<file path="src/rtl/frsa_pkg.sv">
// Package: command and status codes, payload structs and sequencer states.
package frsa_pkg;

  typedef enum logic [1:0] {
    CMD_RESERVE = 2'd0,
    CMD_SUBMIT  = 2'd1,
    CMD_RELEASE = 2'd2,
    CMD_LOOKUP  = 2'd3
  } cmd_t;

  typedef enum logic [2:0] {
    ST_OK        = 3'd0,
    ST_BOUND     = 3'd1,
    ST_ZERO      = 3'd2,
    ST_EXHAUSTED = 3'd3,
    ST_NOT_FOUND = 3'd4
  } status_t;

  localparam logic [1:0] CFG_RING_SIZE  = 2'd0;
  localparam logic [1:0] CFG_ALIGN_LOG2 = 2'd1;
  localparam logic [3:0] ALIGN_MAX      = 4'd12;

  typedef struct packed {
    logic [1:0]  cmd;
    logic [31:0] alloc_id;
    logic [31:0] alloc_gen;
    logic [32:0] alloc_size;
    logic [47:0] fence_value;
  } in_beat_t;

  typedef struct packed {
    logic [2:0]  status;
    logic [32:0] offset;
  } out_beat_t;

  typedef enum logic [2:0] {
    S_IDLE,
    S_RETIRE,
    S_FIND,
    S_PLACE,
    S_WRITE,
    S_DONE
  } state_t;

endpackage

</file>
<file path="src/rtl/fenced_ring_span_allocator_unit.sv">
// Top level: fenced ring span allocator with a sequenced span-table scan.
// Sequence per command (N = MAX_SPANS): submit and release run a retire pass, lookup
//   a find pass that stops at a hit, and reserve a retire pass and a find pass, then
//   up to N placement passes unless the find pass rejects it.
// Throughput: one command at a time; the next beat is taken only after the result
//   is loaded into the output register.
// Reset: rst_n synchronous, active low; clears valid and fenced bits, sequencer,
//   result flag and configuration (ring_size 65536, align_log2 0); span payload is kept.
module fenced_ring_span_allocator_unit import frsa_pkg::*; #(
  parameter int MAX_SPANS = 16
) (
  input  logic        clk,
  input  logic        rst_n,
  input  logic        in_valid,
  output logic        in_ready,
  input  in_beat_t    in_data,
  output logic        out_valid,
  input  logic        out_ready,
  output out_beat_t   out_data,
  input  logic        cfg_we,
  input  logic [1:0]  cfg_index,
  input  logic [32:0] cfg_wdata
);

  localparam int IW = (MAX_SPANS > 1) ? $clog2(MAX_SPANS) : 1;

  // span table
  logic [MAX_SPANS-1:0] valid_r, fenced_r;
  logic [32:0] beg_r [MAX_SPANS];
  logic [32:0] end_r [MAX_SPANS];
  logic [31:0] id_r  [MAX_SPANS];
  logic [31:0] gen_r [MAX_SPANS];
  logic [47:0] fen_r [MAX_SPANS];

  logic [32:0] ring_size_r;
  logic [3:0]  align_r;

  state_t    state_r, state_nxt;
  in_beat_t  req_r;
  out_beat_t res_r;        // result being built
  out_beat_t out_data_r;   // result beat on the output channel
  logic      out_valid_r;

  logic [IW-1:0] idx_r;    // scan pointer, one span per cycle
  logic [IW-1:0] slot_r;   // lowest free slot
  logic          slot_ok_r;

  // placement walks the spans in begin order, one distinct begin per pass:
  // gap = highest end of spans already walked, lb = last begin walked,
  // fb/fe = lowest begin above lb and the highest end among spans at that begin
  logic [32:0] gap_r, lb_r, fb_r, fe_r;
  logic        seen_r, found_r;

  logic        last, hit, elig, fits;
  logic [3:0]  lg;
  logic [32:0] amask;
  logic [33:0] cand;
  logic [34:0] cand_end;

  assign last = (idx_r == IW'(MAX_SPANS - 1));
  assign hit  = valid_r[idx_r] && (id_r[idx_r] == req_r.alloc_id) &&
                (gen_r[idx_r] == req_r.alloc_gen);
  assign elig = valid_r[idx_r] && (!seen_r || beg_r[idx_r] > lb_r);

  // alignment saturates at 4 KiB; candidate start is the gap rounded up
  assign lg       = (align_r > ALIGN_MAX) ? ALIGN_MAX : align_r;
  assign amask    = (33'd1 << lg) - 33'd1;
  assign cand     = (34'(gap_r) + 34'(amask)) & ~34'(amask);
  assign cand_end = 35'(cand) + 35'(req_r.alloc_size);
  // hole below the next span (or up to ring end when none is left)
  assign fits     = (cand_end <= 35'(ring_size_r)) &&
                    (!found_r || cand_end <= 35'(fb_r));

  // next state
  always_comb begin
    state_nxt = state_r;
    case (state_r)
      S_IDLE: begin
        if (in_valid && in_ready) begin
          if (cmd_t'(in_data.cmd) == CMD_LOOKUP) state_nxt = S_FIND;
          else state_nxt = S_RETIRE;
        end
      end
      S_RETIRE: begin
        if (last) state_nxt = (cmd_t'(req_r.cmd) == CMD_RESERVE) ? S_FIND : S_DONE;
      end
      S_FIND: begin
        if (hit || last) begin
          if (hit || cmd_t'(req_r.cmd) == CMD_LOOKUP || req_r.alloc_size == 33'd0 ||
              (!slot_ok_r && valid_r[idx_r])) state_nxt = S_DONE;
          else state_nxt = S_PLACE;
        end
      end
      S_PLACE: begin
        if (last) state_nxt = S_WRITE;
      end
      S_WRITE: begin
        // no fit below the next span: walk past it and scan again
        state_nxt = (!fits && found_r) ? S_PLACE : S_DONE;
      end
      S_DONE: begin
        if (!out_valid_r || out_ready) state_nxt = S_IDLE;
      end
      default: state_nxt = S_IDLE;
    endcase
  end

  // outputs
  always_comb begin
    in_ready = (state_r == S_IDLE);
  end

  assign out_valid = out_valid_r;
  assign out_data  = out_data_r;

  always_ff @(posedge clk) begin
    if (!rst_n) begin
      state_r     <= S_IDLE;
      valid_r     <= '0;
      fenced_r    <= '0;
      ring_size_r <= 33'd65536;
      align_r     <= 4'd0;
      idx_r       <= '0;
      slot_ok_r   <= 1'b0;
      seen_r      <= 1'b0;
      found_r     <= 1'b0;
    end else begin
      state_r <= state_nxt;
      if (cfg_we && cfg_index == CFG_RING_SIZE)  ring_size_r <= cfg_wdata;
      if (cfg_we && cfg_index == CFG_ALIGN_LOG2) align_r <= cfg_wdata[3:0];
      case (state_r)
        S_IDLE: begin
          if (in_valid && in_ready) begin
            req_r        <= in_data;
            idx_r        <= '0;
            slot_ok_r    <= 1'b0;
            res_r.status <= ST_OK;
            res_r.offset <= 33'd0;
          end
        end
        S_RETIRE: begin
          // submit fences open spans; reserve and release drop completed ones
          if (cmd_t'(req_r.cmd) == CMD_SUBMIT) begin
            if (valid_r[idx_r] && !fenced_r[idx_r]) begin
              fenced_r[idx_r] <= 1'b1;
              fen_r[idx_r]    <= req_r.fence_value;
            end
          end else if (valid_r[idx_r] && fenced_r[idx_r] &&
                       fen_r[idx_r] <= req_r.fence_value) begin
            valid_r[idx_r]  <= 1'b0;
            fenced_r[idx_r] <= 1'b0;
          end
          idx_r <= last ? '0 : idx_r + 1'b1;
        end
        S_FIND: begin
          if (!valid_r[idx_r] && !slot_ok_r) begin
            slot_ok_r <= 1'b1;
            slot_r    <= idx_r;
          end
          if (hit) begin
            if (cmd_t'(req_r.cmd) == CMD_LOOKUP) res_r.offset <= beg_r[idx_r];
            else res_r.status <= ST_BOUND;
          end else if (last) begin
            if (cmd_t'(req_r.cmd) == CMD_LOOKUP) res_r.status <= ST_NOT_FOUND;
            else if (req_r.alloc_size == 33'd0) res_r.status <= ST_ZERO;
            else if (!slot_ok_r && valid_r[idx_r]) res_r.status <= ST_EXHAUSTED;
          end
          idx_r   <= (hit || last) ? '0 : idx_r + 1'b1;
          gap_r   <= 33'd0;
          seen_r  <= 1'b0;
          found_r <= 1'b0;
        end
        S_PLACE: begin
          if (elig) begin
            if (!found_r || beg_r[idx_r] < fb_r) begin
              found_r <= 1'b1;
              fb_r    <= beg_r[idx_r];
              fe_r    <= end_r[idx_r];
            end else if (beg_r[idx_r] == fb_r && end_r[idx_r] > fe_r) begin
              fe_r <= end_r[idx_r];
            end
          end
          idx_r <= last ? '0 : idx_r + 1'b1;
        end
        S_WRITE: begin
          if (fits) begin
            valid_r[slot_r]  <= 1'b1;
            fenced_r[slot_r] <= 1'b0;
            beg_r[slot_r]    <= cand[32:0];
            end_r[slot_r]    <= cand_end[32:0];
            id_r[slot_r]     <= req_r.alloc_id;
            gen_r[slot_r]    <= req_r.alloc_gen;
            fen_r[slot_r]    <= 48'd0;
            res_r.offset     <= cand[32:0];
          end else if (found_r) begin
            if (fe_r > gap_r) gap_r <= fe_r;
            lb_r    <= fb_r;
            seen_r  <= 1'b1;
            found_r <= 1'b0;
          end else begin
            res_r.status <= ST_EXHAUSTED;
          end
        end
        default: ;
      endcase
    end
  end

  // output register: a held beat stalls the sequencer in S_DONE until it is taken
  always_ff @(posedge clk) begin
    if (!rst_n) begin
      out_valid_r <= 1'b0;
    end else if (state_r == S_DONE && (!out_valid_r || out_ready)) begin
      out_valid_r <= 1'b1;
      out_data_r  <= res_r;
    end else if (out_ready) begin
      out_valid_r <= 1'b0;
    end
  end

  // assertions
  a_no_accept_busy: assert property (@(posedge clk) disable iff (!rst_n)
    (state_r != S_IDLE) |-> !in_ready) else $error("accept while busy");
  a_out_from_done: assert property (@(posedge clk) disable iff (!rst_n)
    $rose(out_valid) |-> $past(state_r) == S_DONE) else $error("stray result");
  a_out_hold: assert property (@(posedge clk) disable iff (!rst_n)
    (out_valid && !out_ready) |=> (out_valid && $stable(out_data)))
    else $error("result beat dropped or changed while stalled");
  a_fenced_valid: assert property (@(posedge clk) disable iff (!rst_n)
    ((fenced_r & ~valid_r) == '0)) else $error("fenced w/o valid");

endmodule

</file>
<file path="config.mk">
export PLATFORM = sky130hd
export DESIGN_NAME = fenced_ring_span_allocator_unit
export DESIGN_NICKNAME = d
export VERILOG_FILES = /design/src/rtl/frsa_pkg.sv /design/src/rtl/fenced_ring_span_allocator_unit.sv
export SDC_FILE = /design/constraint.sdc
export NUM_CORES = 2
export LEC_CHECK = 0
export BUFFER_PORTS_ARGS = -buffer_cell sky130_fd_sc_hd__buf_4
export CAP_MARGIN = 20
export CORE_MARGIN = 10
export CORE_UTILIZATION = 45
export CTS_CLUSTER_DIAMETER = 30
export DETAILED_ROUTE_END_ITERATION = 10
export SYNTH_ARGS = -nofsm -noshare
export SYNTH_HDL_FRONTEND = slang
export SYNTH_SLANG_ARGS = --single-unit
</file>
<file path="constraint.sdc">
create_clock -name clk -period 25.7 [get_ports clk]
set_input_delay 0 -clock clk [delete_from_list [all_inputs] [get_ports clk]]
set_output_delay 0 -clock clk [all_outputs]
set_load 0.005 [all_outputs]
</file>
==> flow_summary_export.csv <==
group,metric,value,unit
status,status,"finished, final reports clean",
global_route,grt_max_degree,105,
clock_network,clk_path_buf_depth,4,
logic_synthesis,synth-edff-count,3203,
route,ant_nets,0,
route,highest_layer,"met5",
critical_path,worstReg2RegStart,"align_r[3]",
critical_path,worstPathArrival,14.57,ns
placed_design,port_buffers,224,
sta,tightestPinTransition,1.179,ns
critical_path,required,26.32,ns
clock_network,post-cts-setup-buffers,0,
global_route,antenna_found_initial,16,
floorplanning,coreArea,296500,um^2
critical_path,cp_slowest_stage_delay,0.75,ns
power,ir_drop,70.47,uV
critical_path,worstPathBufferInverterCount,5,
sta,fin_tns_setup,0,ns
clock_network,cts_resized,0,
floorplanning,num_io_pins,225,
hold_path,hold_path_depth,6,
job,cap_violations,0,
critical_path,cp_slowest_cell,"buf_4",
power,power.leakage,55.35,nW
route,wl_per_cell,28.17,um
critical_path,r2r_end,"id_r[4][4]",
logic_synthesis,syn_avg_cell_area,20.05,um^2
placed_design,hpwl,191000,um
cells_and_area,fillCellCount,21970,
clock_network,clock-root-buffer,"clkbuf_16",
floorplanning,die_h,565.5,um
floorplanning,die_w,565.5,um
route,wl,346500,um
logic_synthesis,synth_area,133900,um^2
route,drt_iter0_drc,6987,
route,wl_met1,149900,um
logic_synthesis,yosysSeqAreaShare,73.08,%
logic_synthesis,ys_top_cells_by_count,"edfxtp_1 (3203), mux4_2 (856), ha_1 (303)",
route,drc_errors,0,
cells_and_area,finish.utilization,56.42,%
sta,slew_viol_final,0,
hold_path,holdCritStartpoint,"in_valid",
power,pwr_density_cell,95.39,nW/um^2
logic_synthesis,synth-main-ff-cell,"edfxtp_1",
cells_and_area,nNetsFinal,8332,
floorplanning,placementRows,200,
floorplanning,initial_core_util,45.16,%
floorplanning,dieArea,319800,um^2
critical_path,critPathMaxFanout,43,
logic_synthesis,ys_types,104,
sta,post-route-period-util,54.29,%
logic_synthesis,synth_seq_cells,3287,
critical_path,start_kind,"flop",
route,avgViaCountPerCell,5.764,
sta,layout_setup_ws,11.75,ns
route,route.met3.wl,23780,um
clock_network,clock_latency,1.03,ns
sta,min_period,13.95,ns
placed_design,place.gp.congestion,0.8994,
sta,setup_viol,0,
critical_path,cp-end-kind,"flop",
logic_synthesis,synth_top_area_cell,"edfxtp_1",
clock_network,cts.sinks,3287,
placed_design,pre_cts_slack,10.43,ns
logic_synthesis,yosys_warnings,0,
route,num_vias,70900,
global_route,grt_remaining_overflow,0,
logic_synthesis,synth_top_cell_area_share,71.83,%
clock_network,htree_levels,6,
critical_path,reg2reg_slack,11.75,ns
critical_path,crit_type,"reg2reg",
sta,max_clock_freq,0.07167,GHz
logic_synthesis,yosysMostFrequentCell,"edfxtp_1",
clock_network,numCtsBuffers,620,
clock_network,cts_tree,"done",
route,wl_met2,164100,um
logic_synthesis,synth_area_leaders,"edfxtp_1 (72%), mux4_2 (14%), ha_1 (2.8%)",
critical_path,rr_worst_depth,43,
sta,slew_headroom,20.69,%
clock_network,postCtsHoldBufs,430,
global_route,grtUsageTotal,21.46,%
cells_and_area,syn2layout_area_growth,24.93,%
sta,final.setup_skew,0.06851,ns
route,dr.pass1.iters,5,
hold_path,worstHoldPathType,"in2reg",
sta,rsz0062_at_grt,"false",
clock_network,clk_pin_slew,0.05,ns
global_route,grt_pass1_wl,510600,um
global_route,grt_pass1_vias,74480,
critical_path,cp_top_family,"compound AO/OA/AOI/OAI gates",
sta,hold_violations,0,
hold_path,holdPathEnd,"state_r[1]",
logic_synthesis,postSynthCellCount,6679,
logic_synthesis,async_reset_ff_share,0,%
cells_and_area,drive_gt1_share,28.69,%
[per-stage QoR]
step           hold WS, ns  instances  power (mW)  instance area, um^2
2_1_floorplan      0.09887       6691       7.265               134000
6_report           0.09361      12300       15.96               167300
3_5_place_dp        0.1793      10710       7.802               141300
5_1_grt             0.1269      12300       16.48               167300
4_1_cts            0.02096      12270       16.06               167100
3_3_place_gp        0.1778      10700       7.771               141200
[area by class of cell]
| cell class | count | area, um^2 | area share, % |
|---|---|---|---|
| clock buffer | 690 | 15970 | 9.545 |
| inverter | 258 | 970.9 | 0.5804 |
| tap | 3939 | 4928 | 2.946 |
| sequential | 3287 | 97880 | 58.51 |
| multi-input combinational | 2837 | 34350 | 20.53 |
| timing repair buffer | 836 | 7662 | 4.580 |
| clock inverter | 448 | 5532 | 3.306 |
| antenna | 4 | 10.01 | 0.005983 |
[per-layer routing]
metal,vias up,GRT usage (%)
met1,37590,30.91
li1,30140,-
met4,8,5.916
met3,581,4.038
met2,2578,33.81
met5,-,0
[flip-flops by register name, summed over array words and instances, names as in the netlist, 4 cells and up, named ones only]
name	cells
idx_r	4
id_r	512
gap_r	33
beg_r	528
fen_r	768
lb_r	33
fb_r	33
fe_r	33
align_r	4
slot_r	4
gen_r	512
res_r	36
end_r	528
req_r	147
ring_size_r	33
out_data	36
valid_r	16
[layout by cell type, fill, tap and decap left out, types with 15 or more instances in the layout]
cell           instances
clkinv_2              82
o211ai_1              17
xor2_1                23
and3_1                21
clkbuf_16            628
a21o_1                81
mux4_2               856
o21a_1                31
buf_4                378
nor4_1                19
buf_12                20
nor2_1               129
clkbuf_1              60
clkinv_1              77
nand4_1               80
nor3_1                27
clkinv_16             16
dfxtp_1               80
nand2b_1              47
mux2i_1               78
edfxtp_1            3203
clkinvlp_4            72
ha_1                 303
o21ai_0              110
a211oi_1              35
inv_1                255
bufinv_16             85
nor2_4                20
and2_1                15
nand2_1              141
nand3_1               67
clkinv_4              46
inv_6                 42
dlygate4sd3_1        430
xnor2_1               69
nor2b_1               73
a21oi_1              274
a22o_1                32
[worst max-delay path by stage]
stage | from | end | depth (start not counted)
global placement | align_r[3] | gen_r[4][13] | 43
floorplan | align_r[0] | beg_r[11][0] | 42
global route | align_r[3] | id_r[4][18] | 43
detailed placement | align_r[3] | gen_r[4][4] | 43
finish | align_r[3] | id_r[4][4] | 43
CTS | align_r[3] | id_r[4][18] | 43
[cells by family (layout without fill, tap and decap cells)]
group | count (synthesis) | count (layout) | share of synthesized area (%)
xor+xnor | 114 | 114 | 0.7774
compound gates | 754 | 754 | 3.729
flops | 3287 | 3287 | 73.08
buf+inv | 567 | 2232 | 1.712
simple gates | 701 | 701 | 2.731
mux | 940 | 940 | 15.03
fa+ha+maj | 314 | 314 | 2.931
other cells | 2 | 18 | 0.005608
[where the power goes]
part | total, mW | switching (mW) | internal, mW | leakage [nW]
clock | 8.20 | 2.82 | 5.38 | 10.3
sequential | 6.20 | 0.0697 | 6.13 | 29.5
combinational | 1.56 | 0.911 | 0.648 | 15.5
[worst min-delay path, cell delays in order]
cell	delay, ns
dlygate4sd3_1	0.54
buf_4	0.16
o21ai_0	0.08
o21ai_0	0.09
a22oi_1	0.07
o21bai_1	0.11
Note: power is estimated with default switching activity, not from simulation.
